[src/design/ptw_pkg.sv]
// Package for the four-level page table walker: payload types, codes and the microcode ROM.
`default_nettype none

package ptw_pkg;

	// Input item and result item as they travel on the ports.
	typedef struct packed {
		logic [1:0]  opcode;
		logic [55:0] root;
		logic [63:0] vaddr;
		logic [63:0] paddr;
		logic [2:0]  prot;
		logic [63:0] reply_data;
	} in_t;

	typedef struct packed {
		logic [2:0]  kind;
		logic [55:0] address;
		logic [63:0] write_data;
		logic [55:0] lookup_frame;
		logic [2:0]  status;
		logic        last;
	} out_t;

	// Input opcodes.
	localparam logic [1:0] OPC_LOOKUP = 2'd0;
	localparam logic [1:0] OPC_MAP    = 2'd1;
	localparam logic [1:0] OPC_READ   = 2'd2;
	localparam logic [1:0] OPC_FRAME  = 2'd3;

	// Result kinds.
	localparam logic [2:0] K_READ  = 3'd0;
	localparam logic [2:0] K_WRITE = 3'd1;
	localparam logic [2:0] K_CLEAR = 3'd2;
	localparam logic [2:0] K_ALLOC = 3'd3;
	localparam logic [2:0] K_DONE  = 3'd4;

	// Completion status codes.
	localparam logic [2:0] ST_OK       = 3'd0;
	localparam logic [2:0] ST_NOFRAME  = 3'd1;
	localparam logic [2:0] ST_BADV     = 3'd2;
	localparam logic [2:0] ST_BADP     = 3'd3;
	localparam logic [2:0] ST_MAPPED   = 3'd4;
	localparam logic [2:0] ST_NOTUSER  = 3'd5;
	localparam logic [2:0] ST_UNEXPECT = 3'd6;

	// Address field constants.
	localparam logic [63:0] BAD_VADDR_MASK = 64'hFFFF_0000_0000_0FFF;
	localparam logic [2:0]  LINK_BITS      = 3'h7;
	localparam int          TABLE_ENTRIES  = 512;
	localparam int          IDX_W          = $clog2(TABLE_ENTRIES);

	// Microcode program addresses.
	localparam int UA_W = 4;
	localparam logic [UA_W-1:0] UA_UNEXP    = 4'd0;
	localparam logic [UA_W-1:0] UA_BADV     = 4'd1;
	localparam logic [UA_W-1:0] UA_BADP     = 4'd2;
	localparam logic [UA_W-1:0] UA_START    = 4'd3;
	localparam logic [UA_W-1:0] UA_ABSENT   = 4'd4;
	localparam logic [UA_W-1:0] UA_LEAF     = 4'd5;
	localparam logic [UA_W-1:0] UA_NOTUSER  = 4'd6;
	localparam logic [UA_W-1:0] UA_DESCEND  = 4'd7;
	localparam logic [UA_W-1:0] UA_ALLOC    = 4'd8;
	localparam logic [UA_W-1:0] UA_MAPPED   = 4'd9;
	localparam logic [UA_W-1:0] UA_LWRITE   = 4'd10;
	localparam logic [UA_W-1:0] UA_LDONE    = 4'd11;
	localparam logic [UA_W-1:0] UA_NOFRAME  = 4'd12;
	localparam logic [UA_W-1:0] UA_GCLEAR   = 4'd13;
	localparam logic [UA_W-1:0] UA_GLINK    = 4'd14;

	// Address source of a result.
	typedef enum logic [1:0] {
		A_ZERO,
		A_NEXT,
		A_ENTRY,
		A_FRAME
	} asel_t;

	// Write data source of a result.
	typedef enum logic [1:0] {
		W_ZERO,
		W_LEAF,
		W_LINK
	} wsel_t;

	// Walk state update made by a step.
	typedef enum logic [2:0] {
		ACT_NONE,
		ACT_START,
		ACT_DESCEND,
		ACT_AWAIT,
		ACT_IDLE
	} act_t;

	// One control word: the result it emits, the state update and the next step.
	typedef struct packed {
		logic [2:0]      kind;
		asel_t           asel;
		wsel_t           wsel;
		logic            frame_en;
		logic [2:0]      status;
		act_t            act;
		logic            last;
		logic [UA_W-1:0] nxt;
	} uword_t;

	// The microcode program. Each step emits one result.
	function automatic uword_t ucode_rom(input logic [UA_W-1:0] ua);
		uword_t w;
		unique case (ua)
			UA_UNEXP:   w = '{K_DONE,  A_ZERO,  W_ZERO, 1'b0, ST_UNEXPECT, ACT_NONE,    1'b1, UA_UNEXP};
			UA_BADV:    w = '{K_DONE,  A_ZERO,  W_ZERO, 1'b0, ST_BADV,     ACT_NONE,    1'b1, UA_UNEXP};
			UA_BADP:    w = '{K_DONE,  A_ZERO,  W_ZERO, 1'b0, ST_BADP,     ACT_NONE,    1'b1, UA_UNEXP};
			UA_START:   w = '{K_READ,  A_NEXT,  W_ZERO, 1'b0, ST_OK,       ACT_START,   1'b1, UA_UNEXP};
			UA_ABSENT:  w = '{K_DONE,  A_ZERO,  W_ZERO, 1'b0, ST_OK,       ACT_IDLE,    1'b1, UA_UNEXP};
			UA_LEAF:    w = '{K_DONE,  A_ZERO,  W_ZERO, 1'b1, ST_OK,       ACT_IDLE,    1'b1, UA_UNEXP};
			UA_NOTUSER: w = '{K_DONE,  A_ZERO,  W_ZERO, 1'b0, ST_NOTUSER,  ACT_IDLE,    1'b1, UA_UNEXP};
			UA_DESCEND: w = '{K_READ,  A_NEXT,  W_ZERO, 1'b0, ST_OK,       ACT_DESCEND, 1'b1, UA_UNEXP};
			UA_ALLOC:   w = '{K_ALLOC, A_ZERO,  W_ZERO, 1'b0, ST_OK,       ACT_AWAIT,   1'b1, UA_UNEXP};
			UA_MAPPED:  w = '{K_DONE,  A_ZERO,  W_ZERO, 1'b0, ST_MAPPED,   ACT_IDLE,    1'b1, UA_UNEXP};
			UA_LWRITE:  w = '{K_WRITE, A_ENTRY, W_LEAF, 1'b0, ST_OK,       ACT_NONE,    1'b0, UA_LDONE};
			UA_LDONE:   w = '{K_DONE,  A_ZERO,  W_ZERO, 1'b0, ST_OK,       ACT_IDLE,    1'b1, UA_UNEXP};
			UA_NOFRAME: w = '{K_DONE,  A_ZERO,  W_ZERO, 1'b0, ST_NOFRAME,  ACT_IDLE,    1'b1, UA_UNEXP};
			UA_GCLEAR:  w = '{K_CLEAR, A_FRAME, W_ZERO, 1'b0, ST_OK,       ACT_NONE,    1'b0, UA_GLINK};
			UA_GLINK:   w = '{K_WRITE, A_ENTRY, W_LINK, 1'b0, ST_OK,       ACT_NONE,    1'b0, UA_DESCEND};
			default:    w = '{K_DONE,  A_ZERO,  W_ZERO, 1'b0, ST_UNEXPECT, ACT_NONE,    1'b1, UA_UNEXP};
		endcase
		return w;
	endfunction

endpackage

`default_nettype wire

[src/design/four_level_page_table_walker_top.sv]
// Top level of the four-level page table walker: microcoded sequencer and walk datapath.
//
//  Channel   Ports                        Transfer
//  -------   --------------------------   ------------------------------------------
//  command   start, busy, cmd             at a rising edge with start high, busy low
//  result    result_valid, result         every edge that ends a cycle with strobe high
//
// An accepted item dispatches to a short microcode routine; each step of it emits one
// result, so the block takes no new item until the dispatch and every step of it are
// done. Results leave through an output register in the cycle after their step. The
// result side cannot stall. Reset clears the walk state to idle at once.
`default_nettype none

module four_level_page_table_walker_top
	import ptw_pkg::*;
(
	input  wire  logic clk,
	input  wire  logic arst_n,
	input  wire  logic start,
	output logic       busy,
	input  wire  in_t  cmd,
	output logic       result_valid,
	output out_t       result
);

	typedef enum logic [1:0] {
		OP_IDLE,
		OP_LOOKUP,
		OP_MAP
	} oper_t;

	oper_t            operation_q;
	logic [1:0]       level_q;
	logic             awaiting_q;
	logic [47:0]      saved_vaddr_q;
	logic [63:0]      saved_paddr_q;
	logic [2:0]       saved_prot_q;
	logic [55:0]      entry_address_q;
	in_t              item_q;
	logic             running_q;
	logic [UA_W-1:0]  upc_q;
	logic             valid_q;
	out_t             result_q;

	logic             accept;
	logic [UA_W-1:0]  dispatch;
	uword_t           uw;
	logic [47:0]      idx_vaddr;
	logic [1:0]       idx_level;
	logic [IDX_W-1:0] idx;
	logic [55:0]      base;
	logic [55:0]      next_entry;
	logic [55:0]      data_frame;
	logic [63:0]      leaf_entry;
	out_t             res_d;

	assign accept = start && !running_q;
	assign busy = running_q;
	assign result_valid = valid_q;
	assign result = result_q;

	// Dispatch: pick the routine from the incoming item and the current walk state.
	always_comb begin
		dispatch = UA_UNEXP;
		unique case (cmd.opcode)
			OPC_LOOKUP, OPC_MAP: begin
				priority if (operation_q != OP_IDLE) begin
					dispatch = UA_UNEXP;
				end else if ((cmd.vaddr & BAD_VADDR_MASK) != '0) begin
					dispatch = UA_BADV;
				end else if (cmd.opcode == OPC_MAP && cmd.paddr[11:0] != '0) begin
					dispatch = UA_BADP;
				end else begin
					dispatch = UA_START;
				end
			end
			OPC_READ: begin
				priority if (operation_q == OP_LOOKUP) begin
					priority if (!cmd.reply_data[0]) begin
						dispatch = UA_ABSENT;
					end else if (level_q == 2'd3) begin
						dispatch = UA_LEAF;
					end else if (!cmd.reply_data[2]) begin
						dispatch = UA_NOTUSER;
					end else begin
						dispatch = UA_DESCEND;
					end
				end else if (operation_q == OP_MAP && !awaiting_q) begin
					priority if (level_q != 2'd3) begin
						dispatch = cmd.reply_data[0] ? UA_DESCEND : UA_ALLOC;
					end else if (cmd.reply_data[0] && saved_paddr_q != '0) begin
						dispatch = UA_MAPPED;
					end else begin
						dispatch = UA_LWRITE;
					end
				end else begin
					dispatch = UA_UNEXP;
				end
			end
			OPC_FRAME: begin
				priority if (operation_q == OP_MAP && awaiting_q) begin
					dispatch = (cmd.reply_data == '0) ? UA_NOFRAME : UA_GCLEAR;
				end else begin
					dispatch = UA_UNEXP;
				end
			end
			default: dispatch = UA_UNEXP;
		endcase
	end

	// Current control word.
	assign uw = ucode_rom(upc_q);

	// Next entry address: table base plus eight times the index for the target level.
	assign idx_vaddr  = (uw.act == ACT_START) ? item_q.vaddr[47:0] : saved_vaddr_q;
	assign idx_level  = (uw.act == ACT_START) ? 2'd0 : level_q + 2'd1;
	assign data_frame = {item_q.reply_data[55:12], 12'h000};
	assign base       = (uw.act == ACT_START) ? item_q.root : data_frame;

	always_comb begin
		unique case (idx_level)
			2'd0:    idx = idx_vaddr[47:39];
			2'd1:    idx = idx_vaddr[38:30];
			2'd2:    idx = idx_vaddr[29:21];
			2'd3:    idx = idx_vaddr[20:12];
			default: idx = idx_vaddr[47:39];
		endcase
	end

	assign next_entry = base + {44'h0, idx, 3'b000};

	// Leaf entry built from the saved page and permission bits.
	always_comb begin
		leaf_entry = '0;
		if (saved_paddr_q != '0) begin
			leaf_entry = saved_paddr_q | 64'h1;
			if (saved_prot_q[1]) begin
				leaf_entry[1] = 1'b1;
			end
			if (!saved_prot_q[2]) begin
				leaf_entry[63] = 1'b1;
			end
			if (saved_prot_q != '0) begin
				leaf_entry[2] = 1'b1;
			end
		end
	end

	// Result of the current step.
	always_comb begin
		res_d = '0;
		res_d.kind = uw.kind;
		res_d.status = uw.status;
		res_d.last = uw.last;
		res_d.lookup_frame = uw.frame_en ? data_frame : '0;
		unique case (uw.asel)
			A_ZERO:  res_d.address = '0;
			A_NEXT:  res_d.address = next_entry;
			A_ENTRY: res_d.address = entry_address_q;
			A_FRAME: res_d.address = item_q.reply_data[55:0];
			default: res_d.address = '0;
		endcase
		unique case (uw.wsel)
			W_ZERO:  res_d.write_data = '0;
			W_LEAF:  res_d.write_data = leaf_entry;
			W_LINK:  res_d.write_data = {item_q.reply_data[63:3], LINK_BITS};
			default: res_d.write_data = '0;
		endcase
	end

	// Sequencer, walk state and output register.
	always_ff @(posedge clk or negedge arst_n) begin
		if (!arst_n) begin
			operation_q     <= OP_IDLE;
			level_q         <= '0;
			awaiting_q      <= 1'b0;
			saved_vaddr_q   <= '0;
			saved_paddr_q   <= '0;
			saved_prot_q    <= '0;
			entry_address_q <= '0;
			item_q          <= '0;
			running_q       <= 1'b0;
			upc_q           <= UA_UNEXP;
			valid_q         <= 1'b0;
			result_q        <= '0;
		end else begin
			valid_q <= 1'b0;
			if (accept) begin
				item_q    <= cmd;
				upc_q     <= dispatch;
				running_q <= 1'b1;
			end else if (running_q) begin
				valid_q  <= 1'b1;
				result_q <= res_d;
				upc_q    <= uw.nxt;
				if (uw.last) begin
					running_q <= 1'b0;
				end
				unique case (uw.act)
					ACT_NONE: begin
					end
					ACT_START: begin
						saved_vaddr_q   <= item_q.vaddr[47:0];
						level_q         <= '0;
						awaiting_q      <= 1'b0;
						entry_address_q <= next_entry;
						if (item_q.opcode == OPC_MAP) begin
							saved_paddr_q <= item_q.paddr;
							saved_prot_q  <= item_q.prot;
							operation_q   <= OP_MAP;
						end else begin
							operation_q   <= OP_LOOKUP;
						end
					end
					ACT_DESCEND: begin
						level_q         <= level_q + 2'd1;
						awaiting_q      <= 1'b0;
						entry_address_q <= next_entry;
					end
					ACT_AWAIT: begin
						awaiting_q <= 1'b1;
					end
					ACT_IDLE: begin
						operation_q <= OP_IDLE;
						level_q     <= '0;
						awaiting_q  <= 1'b0;
					end
					default: begin
					end
				endcase
			end
		end
	end

endmodule

`default_nettype wire
[config.mk]
export PLATFORM = sky130hd
export DESIGN_NAME = four_level_page_table_walker_top
export DESIGN_NICKNAME = d
export VERILOG_FILES = /design/src/design/ptw_pkg.sv /design/src/design/four_level_page_table_walker_top.sv
export SDC_FILE = /design/constraint.sdc
export NUM_CORES = 1
export LEC_CHECK = 0
export ABC_AREA = 0
export BUFFER_PORTS_ARGS = -buffer_cell sky130_fd_sc_hd__buf_4
export CORE_ASPECT_RATIO = 0.75
export CORE_MARGIN = 3
export CORE_UTILIZATION = 35
export CTS_CLUSTER_SIZE = 30
export DETAILED_ROUTE_END_ITERATION = 16
export HOLD_SLACK_MARGIN = 0.12
export MAX_ROUTING_LAYER = met4
export PLACE_DENSITY = 0.6
export SYNTH_ARGS = -nofsm -noshare
export SYNTH_HDL_FRONTEND = slang
export SYNTH_SLANG_ARGS = --single-unit
[constraint.sdc]
create_clock -name clk -period 10.55 [get_ports clk]
set_clock_uncertainty 0.2 [all_clocks]
set_input_delay 0 -clock clk [delete_from_list [all_inputs] [get_ports clk]]
set_output_delay 0 -clock clk [all_outputs]
set_load 0.005 [all_outputs]
Word level (Yosys, flattened, before mapping)
Memory sizes are Yosys's and may differ from the RTL's.
Cells that the tools add are included.
{"block": "totals", "output_inout_bits": 185, "romBits": 304, "register_bits": 602, "input_bits": 256, "latchBits": 0, "n_memories": 1, "mem_bits_rw": 0}
{"name": "(no name shown)", "depth": 16, "word_bits": 19, "rd": 1, "rd_clocked_by_memory_dff": 0, "write_ports": 0, "line_no": "ptw_pkg.sv:110", "text": "unique case (ua)"}
{"block": "classes", "reduce_logical": 31, "shift": 0, "n_mul": 0, "n_div": 0, "mux": 36, "n_eq_ne": 20, "addsub": 2, "order_cmp": 0, "bitwise_logic": 1}
{"op": "56-bit case mux with 4 select lines", "n": 1}
{"op": "64-bit case mux with 2 select lines", "n": 1}
{"op": "64-bit nonzero test", "n": 2}
{"op": "56-bit two-way mux", "n": 2}
{"op": "64-bit zero test", "n": 1}
{"op": "64-bit two-way mux", "n": 1}
{"op": "56-bit by 12-bit adder with 56-bit output", "n": 1}
{"op": "48-bit two-way mux", "n": 1}
{"op": "9-bit case mux with 4 select lines", "n": 1}
{"op": "4-bit two-way mux", "n": 7}
{"op": "2-bit == test (second input constant)", "n": 9}
{"op": "3-bit AND reduction", "n": 5}
{"op": "2-bit two-way mux", "n": 7}
{"op": "2-bit by 1-bit == test with 1-bit output (second input constant)", "n": 6}
{"op": "4-bit case mux with 3 select lines", "n": 1}
{"op": "12-bit nonzero test", "n": 1}
{"op": "1-bit two-way mux", "n": 11}
{"op": "2-bit nonzero test", "n": 5}
{"op": "2-bit case mux with 2 select lines", "n": 2}
{"op": "3-bit by 2-bit == test with 1-bit output (second input constant)", "n": 2}
{"op": "2-bit zero test", "n": 3}
{"op": "2-bit OR reduction", "n": 3}
{"op": "1-bit logical AND", "n": 5}
{"op": "4-bit AND reduction", "n": 1}
{"op": "other kinds (10)", "n": 11}

Longest topological paths before layout
Gate-level depths: netlist of the first run.
{"block": "depth", "depth_word": 8, "depth_mapped": 22, "ltp_nobuf": 15}

Worst setup path before layout of the first run
OpenSTA, ideal clock, no wires.
{"block": "synth_path", "path_type": "reg-to-reg", "start": "reg upc_q[0]", "end": "reg result_q (netlist bit result[169])", "slack_ns": 5.502, "setup_ns": 0.126, "path_buffers": 4, "arrival_ns": 4.722, "stages_incl_launch_ff": 20, "path_cell_list": "dfrtp_1 -> ha_1 -> or3b_4 -> clkbuf_1 -> clkbuf_1 -> buf_1 -> clkbuf_1 -> nand2_1 -> nand2_1 -> ha_1 -> inv_1 -> fa_1 -> nand2b_1 -> a211o_1 -> a211oi_4 -> and4bb_2 -> o211ai_2 -> nor3_2 -> xnor2_1 -> a221o_1"}
{"block": "synth_via", "elab_chain_len": 7}
{"element": "start: declaration", "line_no": "four_level_page_table_walker_top.sv:41", "text": "logic [UA_W-1:0] upc_q;"}
{"element": "start signal: assignment", "line_no": "four_level_page_table_walker_top.sv:190", "text": "upc_q <= dispatch;"}
{"element": "start signal: assignment", "line_no": "four_level_page_table_walker_top.sv:195", "text": "upc_q <= uw.nxt;"}
{"element": "memory 16 x 19 bit *"}
{"element": "3-bit by 1-bit == test with 1-bit output", "line_no": "four_level_page_table_walker_top.sv:115, four_level_page_table_walker_top.sv:116, four_level_page_table_walker_top.sv:118"}
{"element": "2-bit two-way mux", "line_no": "four_level_page_table_walker_top.sv:116", "text": "assign idx_level = (uw.act == ACT_START) ? 2'd0 : level_q + 2'd1;"}
{"element": "2-bit == test, or another cell as far along", "line_no": "four_level_page_table_walker_top.sv:121", "text": "unique case (idx_level)"}
{"element": "9-bit case mux with 4 select lines", "line_no": "four_level_page_table_walker_top.sv:121"}
{"element": "56-bit by 12-bit adder with 56-bit output", "line_no": "four_level_page_table_walker_top.sv:130", "text": "assign next_entry = base + {44'h0, idx, 3'b000};"}
{"element": "56-bit case mux with 4 select lines *", "line_no": "four_level_page_table_walker_top.sv:156", "text": "unique case (uw.asel)"}
{"element": "end signal: assignment", "line_no": "four_level_page_table_walker_top.sv:194", "text": "result_q <= res_d;"}
{"element": "end: declaration", "line_no": "four_level_page_table_walker_top.sv:43", "text": "out_t result_q;"}
Mark *: on every way between the ends. The rest lies on a longest branch, timed or not.
A chain may end at the register's enable or synchronous reset.

Worst setup path in the final report of the first run
{"block": "layout_path", "start": "reg level_q[0]", "end": "reg result_q (netlist bit result[176])"}
{"block": "layout_via", "elab_chain_len": 6}
{"element": "start: declaration", "line_no": "four_level_page_table_walker_top.sv:33", "text": "logic [1:0] level_q;"}
{"element": "start signal: assignment", "line_no": "four_level_page_table_walker_top.sv:216", "text": "level_q <= level_q + 2'd1;"}
{"element": "2-bit by 1-bit adder with 2-bit output *", "line_no": "four_level_page_table_walker_top.sv:116"}
{"element": "2-bit two-way mux *", "line_no": "four_level_page_table_walker_top.sv:116"}
{"element": "2-bit == test, or another cell as far along", "line_no": "four_level_page_table_walker_top.sv:121"}
{"element": "9-bit case mux with 4 select lines *", "line_no": "four_level_page_table_walker_top.sv:121"}
{"element": "56-bit by 12-bit adder with 56-bit output *", "line_no": "four_level_page_table_walker_top.sv:130"}
{"element": "56-bit case mux with 4 select lines *", "line_no": "four_level_page_table_walker_top.sv:156"}
Marked as above.

==> results.ini, run 1 <==
[routing]
vias = 24176
route.antenna.remaining_nets = 0
drc = 0
first_iter_violations = 2139
wl_per_cell_microns = 22.02
drt-total-wl_microns = 102300
drtPass1Iterations = 5
via_per_inst = 5.204

[timing]
fin_crit_ps = 5177
hold_slack_ps = 185.2
slew_headroom_pct = 23.16
period_share_pct = 49.07
hold_viol = 0
fmax_mhz = 193.2
final_max_slew_viol_count = 0
fin_tns_setup_ps = 0
fin_ws_ps = 5373
worst_pin_slew_ps = 1153
grt_setup_unrepaired = false
final-setup-viol-count = 0

[floorplan]
die_w_microns = 320.8
core_sq_mm = 0.07264
start_util_pct = 35.81
die-area_sq_mm = 0.07766
ios = 441
fp.dieH_microns = 242.1
rows = 85

[clock_network]
postCtsSetupBuffers = 0
htree_levels = 2
clock_path_buffers = 3
clk_pin_slew_ps = 60
ctsRootBufferMaster = clkbuf_16
cts.sinks = 566
cts_made_buffers = 57
clock_latency_ps = 640
cts_tree = done

[finish]
fin_nets = 3910
seqCellArea_sq_mm = 0.01417
final_core_util_pct = 52.17
final_layout_size_suffix_gt1_share_pct = 19.38
fillers = 6390
syn_to_final_growth_pct = 45.69
multiInputGateArea_sq_mm = 0.01110

[synthesis]
synth.distinct_cells = 77
ys_warn_count = 0
synth_cells = 2711
ys_seq_area_share_pct = 54.45
ys.flop_type = dfrtp_1
avgSynthCellArea_sq_um = 9.594
yosysTopAreaCell = dfrtp_1
synth_top_cell_area_share_pct = 54.45
yosys_register_bits = 566
synth_edf_count = 0
synth.top_cells.by_area = dfrtp_1 54%, nand2_1 14%, mux2_2 4.8%
syn-cell-area_sq_mm = 0.02601
synthArstFlopShare_pct = 100.0

[global_route]
grt_overflow_total = 0
antenna_found_initial = 10
grt_max_degree = 147
track_usage_pct = 26.58
grt_pass1_wl_microns = 154500
grt_pass1_vias = 24167

[place]
dp_hpwl_microns = 66540
pre_cts_slack_ps = 5396
place_congestion = 0.9029
numPortBuffers = 428

[power_and_ir_drop]
p_total_w = 0.006252
switching_power_w = 0.001911
pwr_density_cell_mw_per_mm2 = 165.0
sw_frac_of_total_pct = 30.57
leakagePower_nw = 17.67
pwr-share-seq_pct = 46.0
clkPwrFrac_pct = 33.7
ir_worst_vdd_mv = 0.1259
intPower_w = 0.004341
p_comb_share_pct = 20.4

[critical_path]
criticalPathCategory = flop to flop
start_kind = flop
cp_max_fo = 12
critPathMaxStageDelay_ps = 730
end_kind = flop
crit_path_top_delay_cell = ha_1
cp.required_ps = 10860
crit_family = compound AO/OA/AOI/OAI gates
path_buf_inv = 1
path_cells = ha_1 -> mux4_2 -> mux2i_1 -> inv_1 -> ha_1 -> a21o_1 -> nand3_1 -> a211oi_1 -> o211ai_1 -> nor2_1 -> nand3_1 -> xor2_1 -> a221o_1
crit_arrival_ps = 5480

[status]
outcome = finished clean

[worst_hold_path]
hp-class = input pin to flop

[job]
maxCapViolCount = 0

-- cell usage after synthesis (all sizes together) (21+ instances only) --
master	n
nor2	73
nand3	60
dfrtp	566
nand2	958
buf	44
clkbuf	156
xnor2	30
mux2	112
nor4	54
o21ai	46
a22oi	63
a22o	45
mux2i	50
xor2	21
nor3	22
o2bb2ai	63
a21oi	126
-- worst paths after layout --
path / startpoint / end / slack (ps) / cells after the start
hold reg to reg: item_q[152]$_DFFE_PN0P_ / saved_vaddr_q[21]$_DFFE_PN0P_ / 260 / 2
setup / recovery: level_q[0]$_DFFE_PN0P_ / result[176]$_DFFE_PN0P_ / 5370 / 13
min in group asynchronous: arst_n / result[45]$_DFFE_PN0P_ / 390 / 4
max in group asynchronous: arst_n / item_q[173]$_DFFE_PN0P_ / 8230 / 5
setup reg to reg: level_q[0]$_DFFE_PN0P_ / result[176]$_DFFE_PN0P_ / 5370 / 13
hold / removal: cmd[251] / upc_q[3]$_DFFE_PN0P_ / 190 / 4
-- placed cells by master, fill, tap and decap left out, types with 5 or more instances in the layout --
cell type and n:
diode_2 9, xnor2_1 30, clkbuf_8 13, clkbuf_1 10
o21ai_0 44, xor2_1 21, nor3_1 17, mux4_2 10
nor4_1 54, a31oi_1 6, nand4_1 18, dlygate4sd3_1 584
nand2_1 957, nor2_1 70, and4_1 5, buf_4 466
clkbuf_16 58, and3_1 8, nor2b_1 5, ha_1 17
o221ai_1 8, mux2_2 110, and2_1 14, nand2b_1 12
a22oi_1 63, o211ai_1 9, a22o_1 45, o21a_1 15
dfrtp_1 565, conb_1 12, inv_1 15, o2bb2ai_1 63
nand3_1 59, a21oi_1 126, a221o_1 9, mux2i_1 50
a21o_1 6, clkinv_2 13
-- layout make-up --
cell class	count	area share (%)
Clock inverter	23	0.6670
Multi-Input combinational cell	1940	29.28
Sequential cell	566	37.39
Timing Repair Buffer	1054	24.88
Inverter	16	0.1651
Antenna cell	9	0.05944
Clock buffer	81	4.402
Tap cell	957	3.160
-- worst register-to-register path, cell delays in order, from the launching register on --
cell and delay [ps]:
dfrtp_1 550, ha_1 740, mux4_2 570, mux2i_1 260
inv_1 80, ha_1 280, a21o_1 130, nand3_1 100
a211oi_1 640, o211ai_1 490, nor2_1 360, nand3_1 140
xor2_1 190, a221o_1 330
-- metal layers --
layer / track usage, % / share of wire, % / vias up
met3: 7.007 / 8.8 / 121
met4: 5.720 / 1.9 / 0
met5: - / 0 / -
met2: 38.52 / 44 / 906
li1: - / - / 11136
met1: 37.41 / 45 / 12013
-- sequential cells by signal (all words and copies together), names as in the netlist, 2 cells and up --
signal and flops:
saved_vaddr_q 36, operation_q 2, upc_q 4, saved_prot_q 3, item_q 181, saved_paddr_q 64, data_frame 44, result 171
entry_address_q 56, level_q 2
-- cell families after synthesis --
logic type / count (synthesis) / synth area share, %
simple gates: 1247 / 20.00
flops: 566 / 54.45
compound gates: 439 / 11.86
buf+inv: 216 / 3.358
mux: 172 / 7.653
xor+xnor: 51 / 1.717
fa+ha+maj: 19 / 0.9429
other cells: 1 / 0.01442
-- power by group through the flow --
stage	clock [W]	sequential (W)	combinational, W
after detailed placement	0	0.00289	0.00109
after global placement	0	0.00289	0.00107
after floorplan	0	0.00271	0.000718
after CTS	0.00215	0.00286	0.00126
after global routing	0.00224	0.00291	0.00141
final	0.00211	0.00287	0.00127
-- stage by stage --
stage | cell area, sq um | std cells
4_1_cts | 37870 | 4637
3_5_place_dp | 30080 | 3948
3_3_place_gp | 30080 | 3948
2_1_floorplan | 26050 | 2722
5_1_grt | 37890 | 4645
6_report | 37890 | 4646
-- timing repair --
item,CTS,global route
hold buffers,585,0
hold endpoints to repair,545,0
resized for setup,0,0
No activity file was read; power rests on OpenSTA's default activity.
==> run 2: changes to the inputs <==
Settings changed: PLACE_DENSITY 0.6 to 0.62.
Clock period 10.55 ns to 4.7 ns, I/O delays scaled along.
==> run 2 against run 1 <==
  * Flip-flop and latch count is the same
  * Die area unchanged
  * Core utilization grew 2.4 points
  * Largest cell class unchanged
  * Register-to-register slack got worse by 5100 ps
  * Routed wire length up 6.5%
  * Worst setup slack got worse by 5100 ps
  * Critical endpoint is now result[179]$_DFFE_PN0P_
  * Non-clock buffer count grew 162
==> results.ini, run 2 (synthesized netlist as in run 1, its figures left out) <==
[critical_path]
crit_end = result[179]$_DFFE_PN0P_
r2r-end = result[179]$_DFFE_PN0P_
end_kind = flop
criticalPathCategory = flop to flop
r2r_slack_ps = 280  ; -5100 ps
cp.required_ps = 5000  ; -5860 ps
cp_max_fo = 7  ; -5
start_kind = flop
rr_startpoint = level_q[1]$_DFFE_PN0P_
ff2ff_path_depth = 14  ; +1
crit_arrival_ps = 4730  ; -750 ps
crit_start = level_q[1]$_DFFE_PN0P_

[finish]
final_core_util_pct = 54.58  ; +2.4 points
syn_to_final_growth_pct = 52.44
final_layout_size_suffix_gt1_share_pct = 19.27  ; -0.10 points
final_common_cell = nand2_1
largest_reg_flops = 181  ; unchanged
fin_nets = 4073  ; +4.2%
most-common-layout-cells = 957 x nand2_1, 721 x dlygate4sd3_1, 565 x dfrtp_1
regMostFlops = item_q

[global_route]
grt_overflow_total = 0  ; unchanged
grt_use_met1_pct = 38.38  ; +0.97 points
grt_max_degree = 132  ; -10%
grtUsageMet2_pct = 41.77  ; +3.2 points
busiest_layer = met2
grt_pass1_vias = 26269  ; +8.7%
grtUsageMet3_pct = 7.258  ; +0.25 points
track_usage_pct = 28.24  ; +1.7 points
antenna_found_initial = 14  ; +4
grt_pass1_wl_microns = 163800  ; +6.0%

[timing]
final-setup-viol-count = 0  ; unchanged
grt_setup_unrepaired = false
final_max_slew_viol_count = 0  ; unchanged
fin_ws_ps = 275.5  ; -5097 ps
worst_pin_slew_ps = 1066  ; -86.48 ps
period_share_pct = 94.14  ; +45 points
hold_viol = 0  ; unchanged
slew_headroom_pct = 28.78  ; +5.6 points
fmax_mhz = 226.0  ; +17%
fin_tns_setup_ps = 0  ; unchanged
hold_slack_ps = 223.5  ; +38.28 ps
fin_crit_ps = 4425  ; -752.5 ps

[floorplan]
start_util_pct = 35.81  ; unchanged
ios = 441  ; unchanged
core_sq_mm = 0.07264  ; unchanged
die_w_microns = 320.8  ; unchanged
die-area_sq_mm = 0.07766  ; unchanged
rows = 85  ; unchanged
fp.dieH_microns = 242.1  ; unchanged

[routing]
drc = 0  ; unchanged
wl_per_cell_microns = 22.62  ; +2.7%
via_per_inst = 5.321  ; +2.2%
drtPass1Iterations = 6  ; +1
drt-total-wl_microns = 108900  ; +6.5%
first_iter_violations = 2330  ; +8.9%
vias = 25619  ; +6.0%
route.antenna.remaining_nets = 0  ; unchanged

[power_and_ir_drop]
pwr_density_cell_mw_per_mm2 = 361.1  ; +120%
leakagePower_nw = 18.26  ; +3.3%
p_total_w = 0.01432  ; +130%
ir_worst_vdd_mv = 0.2824  ; +120%

[clock_network]
clock_latency_ps = 640  ; about the same
clock_path_buffers = 3  ; unchanged
cts.sinks = 566  ; unchanged
ctsRootBufferMaster = clkbuf_16
htree_levels = 2  ; unchanged
cts_tree = done
cts_made_buffers = 58  ; +1.8%
clk_pin_slew_ps = 60  ; about the same

[place]
dp_hpwl_microns = 68840  ; +3.4%
numPortBuffers = 428  ; unchanged
pre_cts_slack_ps = 327.9  ; -5068 ps
place_congestion = 0.9224  ; +2.2%

[worst_hold_path]
hp-class = input pin to flop

[status]
outcome = finished clean

[job]
maxCapViolCount = 0  ; unchanged

[run 2: where the power goes]
group | switching (W) | total [W] | leakage [nW] | internal, W
registers | 0.000757 | 0.00640 | 7.27 | 0.00564
clock network | 0.00205 | 0.00477 | 0.956 | 0.00272
logic | 0.00159 | 0.00315 | 10.0 | 0.00156
total | 0.00440 | 0.0143 | 18.3 | 0.00992
[run 2: worst min-delay path by stage]
| stage | start | endpoint | slack, ps | cells past startpoint |
|---|---|---|---|---|
| 2_1_floorplan | arst_n | awaiting_q$_DFFE_PN0P_ | -500 | 0 |
| 3_3_place_gp | arst_n | result[41]$_DFFE_PN0P_ | -70 | 1 |
| 3_5_place_dp | arst_n | result[41]$_DFFE_PN0P_ | -70 | 1 |
| 4_1_cts | cmd[252] | upc_q[3]$_DFFE_PN0P_ | 150 | 4 |
| 5_1_grt | start | upc_q[0]$_DFFE_PN0P_ | 210 | 4 |
| 6_report | start | upc_q[0]$_DFFE_PN0P_ | 220 | 4 |
[run 2: cell type report]
type	instances	area [sq um]
multi-input combinational	1940	11100
clock inverter	24	262.8
clock buffer	83	1687
sequential	566	14170
timing repair buffer	1216	11140
fill	6129	32990
inverter	16	62.56
antenna	13	32.53
tap	957	1197
[run 2: layer usage]
| layer | vias to the layer above | wire [microns] | share of wire (%) |
|---|---|---|---|
| met5 | - | 0 | 0 |
| met4 | 0 | 3187 | 2.9 |
| met3 | 203 | 10570 | 9.7 |
| met2 | 1146 | 48160 | 44 |
| met1 | 12811 | 47010 | 43 |
| li1 | 11459 | - | - |
[run 2: stage by stage]
stage	std cells	instance area, sq um
global route	4814	39650
global placement	3973	30420
floorplan	2722	26070
CTS	4802	39610
finish	4815	39650
detailed placement	3973	30420
[run 2: critical path: stages, from the launching register on]
cell      delay [ps]
dfrtp_1          390
ha_1             390
buf_4            220
mux4_2           510
nand2_1           90
nand2_1           80
ha_1             330
o21ai_0          130
a211o_1          350
a211oi_4         380
nand3_1          230
nor2_1           320
nand4_1          170
xor2_1           180
a221o_1          320
[run 2: repair_timing]
item                                    in CTS  in global routing
gates resized for setup                      0                  1
hold endpoints to repair                   796                  0
buffers inserted                             0                  0
endpoints found under the setup margin       0                  1
hold buffers                               722                  0
==> run 3: changes to the inputs <==
Settings changed: PLACE_DENSITY 0.62 to 0.6.
Clock period 4.7 ns to 5.1 ns, I/O delays scaled along.
==> run 3 against run 2 <==
  * Sequential share of layout area increased by 0.14 points
  * Critical path depth unchanged
  * Count of clock-buffer cells in the layout decreased by 3
  * Total power decreased by 7.8%
  * Combinational power decreased by 9.5%
  * Core utilization decreased by 0.22 points
  * Fmax decreased by 5.0%
  * Flip-flop and latch count unchanged
  * Highest routed layer unchanged
  * Sequential power decreased by 7.5%
==> results.ini, run 3 (synthesized netlist as in run 1, its figures left out) <==
[status]
outcome = finished clean

[critical_path]
r2r-end = result[162]$_DFFE_PN0P_
crit_family = compound AO/OA/AOI/OAI gates
critPathMaxStageDelay_ps = 630  ; +120 ps
worstSetupPathDepth = 14  ; unchanged
criticalPathCategory = flop to flop
rr_startpoint = level_q[1]$_DFFE_PN0P_
crit_start = level_q[1]$_DFFE_PN0P_
end_kind = flop
crit_path_top_delay_cell = ha_1
cp_max_fo = 10  ; +3
r2r_slack_ps = 440  ; +170 ps
crit_arrival_ps = 4960  ; +230 ps
cp.required_ps = 5400  ; +400 ps
path_cells = ha_1 -> mux4_2 -> nand2_1 -> nand2_1 -> ha_1 -> and2_1 -> a221oi_1 -> a211oi_1 -> buf_4 -> o211ai_1 -> nor2_1 -> xnor2_1 -> o221ai_1 -> o22a_1
start_kind = flop
ff2ff_path_depth = 14  ; unchanged
path_buf_inv = 1  ; unchanged
crit_end = result[162]$_DFFE_PN0P_

[floorplan]
die-area_sq_mm = 0.07766  ; unchanged
die_w_microns = 320.8  ; unchanged
fp.dieH_microns = 242.1  ; unchanged
ios = 441  ; unchanged
start_util_pct = 35.81  ; unchanged
rows = 85  ; unchanged
core_sq_mm = 0.07264  ; unchanged

[timing]
grt_setup_unrepaired = false
worst_pin_slew_ps = 1092  ; +26.39 ps
hold_viol = 0  ; unchanged
period_share_pct = 91.34  ; -2.8 points
fin_crit_ps = 4658  ; +233.7 ps
fmax_mhz = 214.7  ; -5.0%
fin_tns_setup_ps = 0  ; unchanged
hold_slack_ps = 183.8  ; -39.69 ps
final-setup-viol-count = 0  ; unchanged
slew_headroom_pct = 27.17  ; -1.6 points
final_max_slew_viol_count = 0  ; unchanged

[clock_network]
postCtsSetupBuffers = 0  ; unchanged
cts_made_buffers = 57  ; -1.7%
cts.sinks = 566  ; unchanged
ctsResizeCount = 0  ; unchanged
clk_pin_slew_ps = 60  ; about the same
clock_latency_ps = 630  ; about the same
cts_tree = done
cts_hold_buffers = 729  ; +0.97%
ctsRootBufferMaster = clkbuf_16
htree_levels = 2  ; unchanged
clock_path_buffers = 3  ; unchanged

[global_route]
track_usage_pct = 27.71  ; -0.53 points
busiest_layer = met2
grt_pass1_wl_microns = 161100  ; -1.6%
grtUsageMet2_pct = 40.29  ; -1.5 points
antenna_found_initial = 13  ; -1
grt_pass1_vias = 25478  ; -3.0%
grt_max_degree = 140  ; +6.1%
grt_use_met1_pct = 39.17  ; +0.80 points
grtUsageMet3_pct = 6.448  ; -0.81 points
grt_overflow_total = 0  ; unchanged

[power_and_ir_drop]
switching_power_w = 0.004034  ; -8.2%
clkPwrFrac_pct = 33.6  ; +0.3 points
ir_worst_vdd_mv = 0.2495  ; -12%
pwr_density_cell_mw_per_mm2 = 334.3  ; -7.4%
sw_frac_of_total_pct = 30.55  ; -0.16 points
p_comb_share_pct = 21.6  ; -0.4 points
p_total_w = 0.01320  ; -7.8%
leakagePower_nw = 18.18  ; -0.41%
pwr-share-seq_pct = 44.8  ; about the same
intPower_w = 0.009169  ; -7.6%

[finish]
most-common-layout-cells = 957 x nand2_1, 728 x dlygate4sd3_1, 565 x dfrtp_1
final_core_util_pct = 54.37  ; -0.22 points
regMostFlops = item_q
final_layout_size_suffix_gt1_share_pct = 18.73  ; -0.54 points
final_common_cell = nand2_1
fin_nets = 4067  ; -0.15%
fillers = 6141  ; +0.20%
syn_to_final_growth_pct = 51.83
largest_reg_flops = 181  ; unchanged

[place]
dp_hpwl_microns = 67380  ; -2.1%
place_congestion = 0.9047  ; -1.9%
numPortBuffers = 428  ; unchanged

[worst_hold_path]
hp-class = input pin to flop

[routing]
route.antenna.remaining_nets = 0  ; unchanged
via_per_inst = 5.300  ; -0.39%
drtPass1Iterations = 6  ; unchanged
wl_per_cell_microns = 22.14  ; -2.1%
drc = 0  ; unchanged
drt-total-wl_microns = 106400  ; -2.3%
vias = 25465  ; -0.60%
first_iter_violations = 2652  ; +14%

[job]
maxCapViolCount = 0  ; unchanged

run 3: cell count changes in the layout (fill, tap and decap cells not counted), moves of 2 or more:
cell,change
clkinv_2,-4
clkbuf_1,+2
inv_16,+2
bufinv_16,+3
dlygate4sd3_1,+7
buf_4,-4
clkinv_8,-2
diode_2,+2
clkbuf_8,-3
clkbuf_16,-2
buf_12,-8
run 3: area by class of cell:
| cell class | instances | area, sq um | area share [%] |
|---|---|---|---|
| Sequential cell | 566 | 14170 | 35.87 |
| Inverter | 16 | 62.56 | 0.1584 |
| Clock inverter | 20 | 312.8 | 0.7921 |
| Clock buffer | 80 | 1603 | 4.059 |
| Antenna cell | 15 | 37.54 | 0.09505 |
| Timing Repair Buffer | 1211 | 11020 | 27.89 |
| Tap cell | 957 | 1197 | 3.032 |
| Multi-Input combinational cell | 1940 | 11100 | 28.10 |
run 3: worst min-delay path by stage:
stage                                            to  cells past startpoint     start  slack (ps)
global placement            item_q[235]$_DFFE_PN0P_                      1    arst_n         -80
CTS                            upc_q[3]$_DFFE_PN0P_                      4  cmd[251]         150
floorplan                    awaiting_q$_DFFE_PN0P_                      0    arst_n        -500
global route                   upc_q[3]$_DFFE_PN0P_                      4  cmd[251]         220
finish                         upc_q[3]$_DFFE_PN0P_                      4  cmd[251]         180
detailed placement  entry_address_q[44]$_DFFE_PN0P_                      1    arst_n         -90
run 3: per-stage QoR:
stage | instance area, sq um | setup slack, ps | std cells
2_1_floorplan | 26050 | 51.65 | 2722
5_1_grt | 39490 | 55.12 | 4803
4_1_cts | 39450 | 410.8 | 4790
3_3_place_gp | 30220 | 457.4 | 3961
6_report | 39490 | 441.7 | 4805
3_5_place_dp | 30220 | 450.5 | 3961
run 3: power groups by stage:
stage	Sequential, W	Clock, W	Combinational, W
2_1_floorplan	0.00560	0	0.00149
3_3_place_gp	0.00595	0	0.00227
3_5_place_dp	0.00596	0	0.00230
4_1_cts	0.00588	0.00449	0.00279
5_1_grt	0.00598	0.00470	0.00313
6_report	0.00592	0.00443	0.00285
run 3: worst min-delay path, cell delays in order:
cell and delay (ps):
dlygate4sd3_1 570, buf_4 180, a21oi_1 150, o41ai_1 70
run 3: per-layer routing:
metal,part of all wire [%],vias to the layer above
met2,44,1127
met4,2.3,0
met5,0,-
met1,45,12741
li1,-,11451
met3,8.6,146
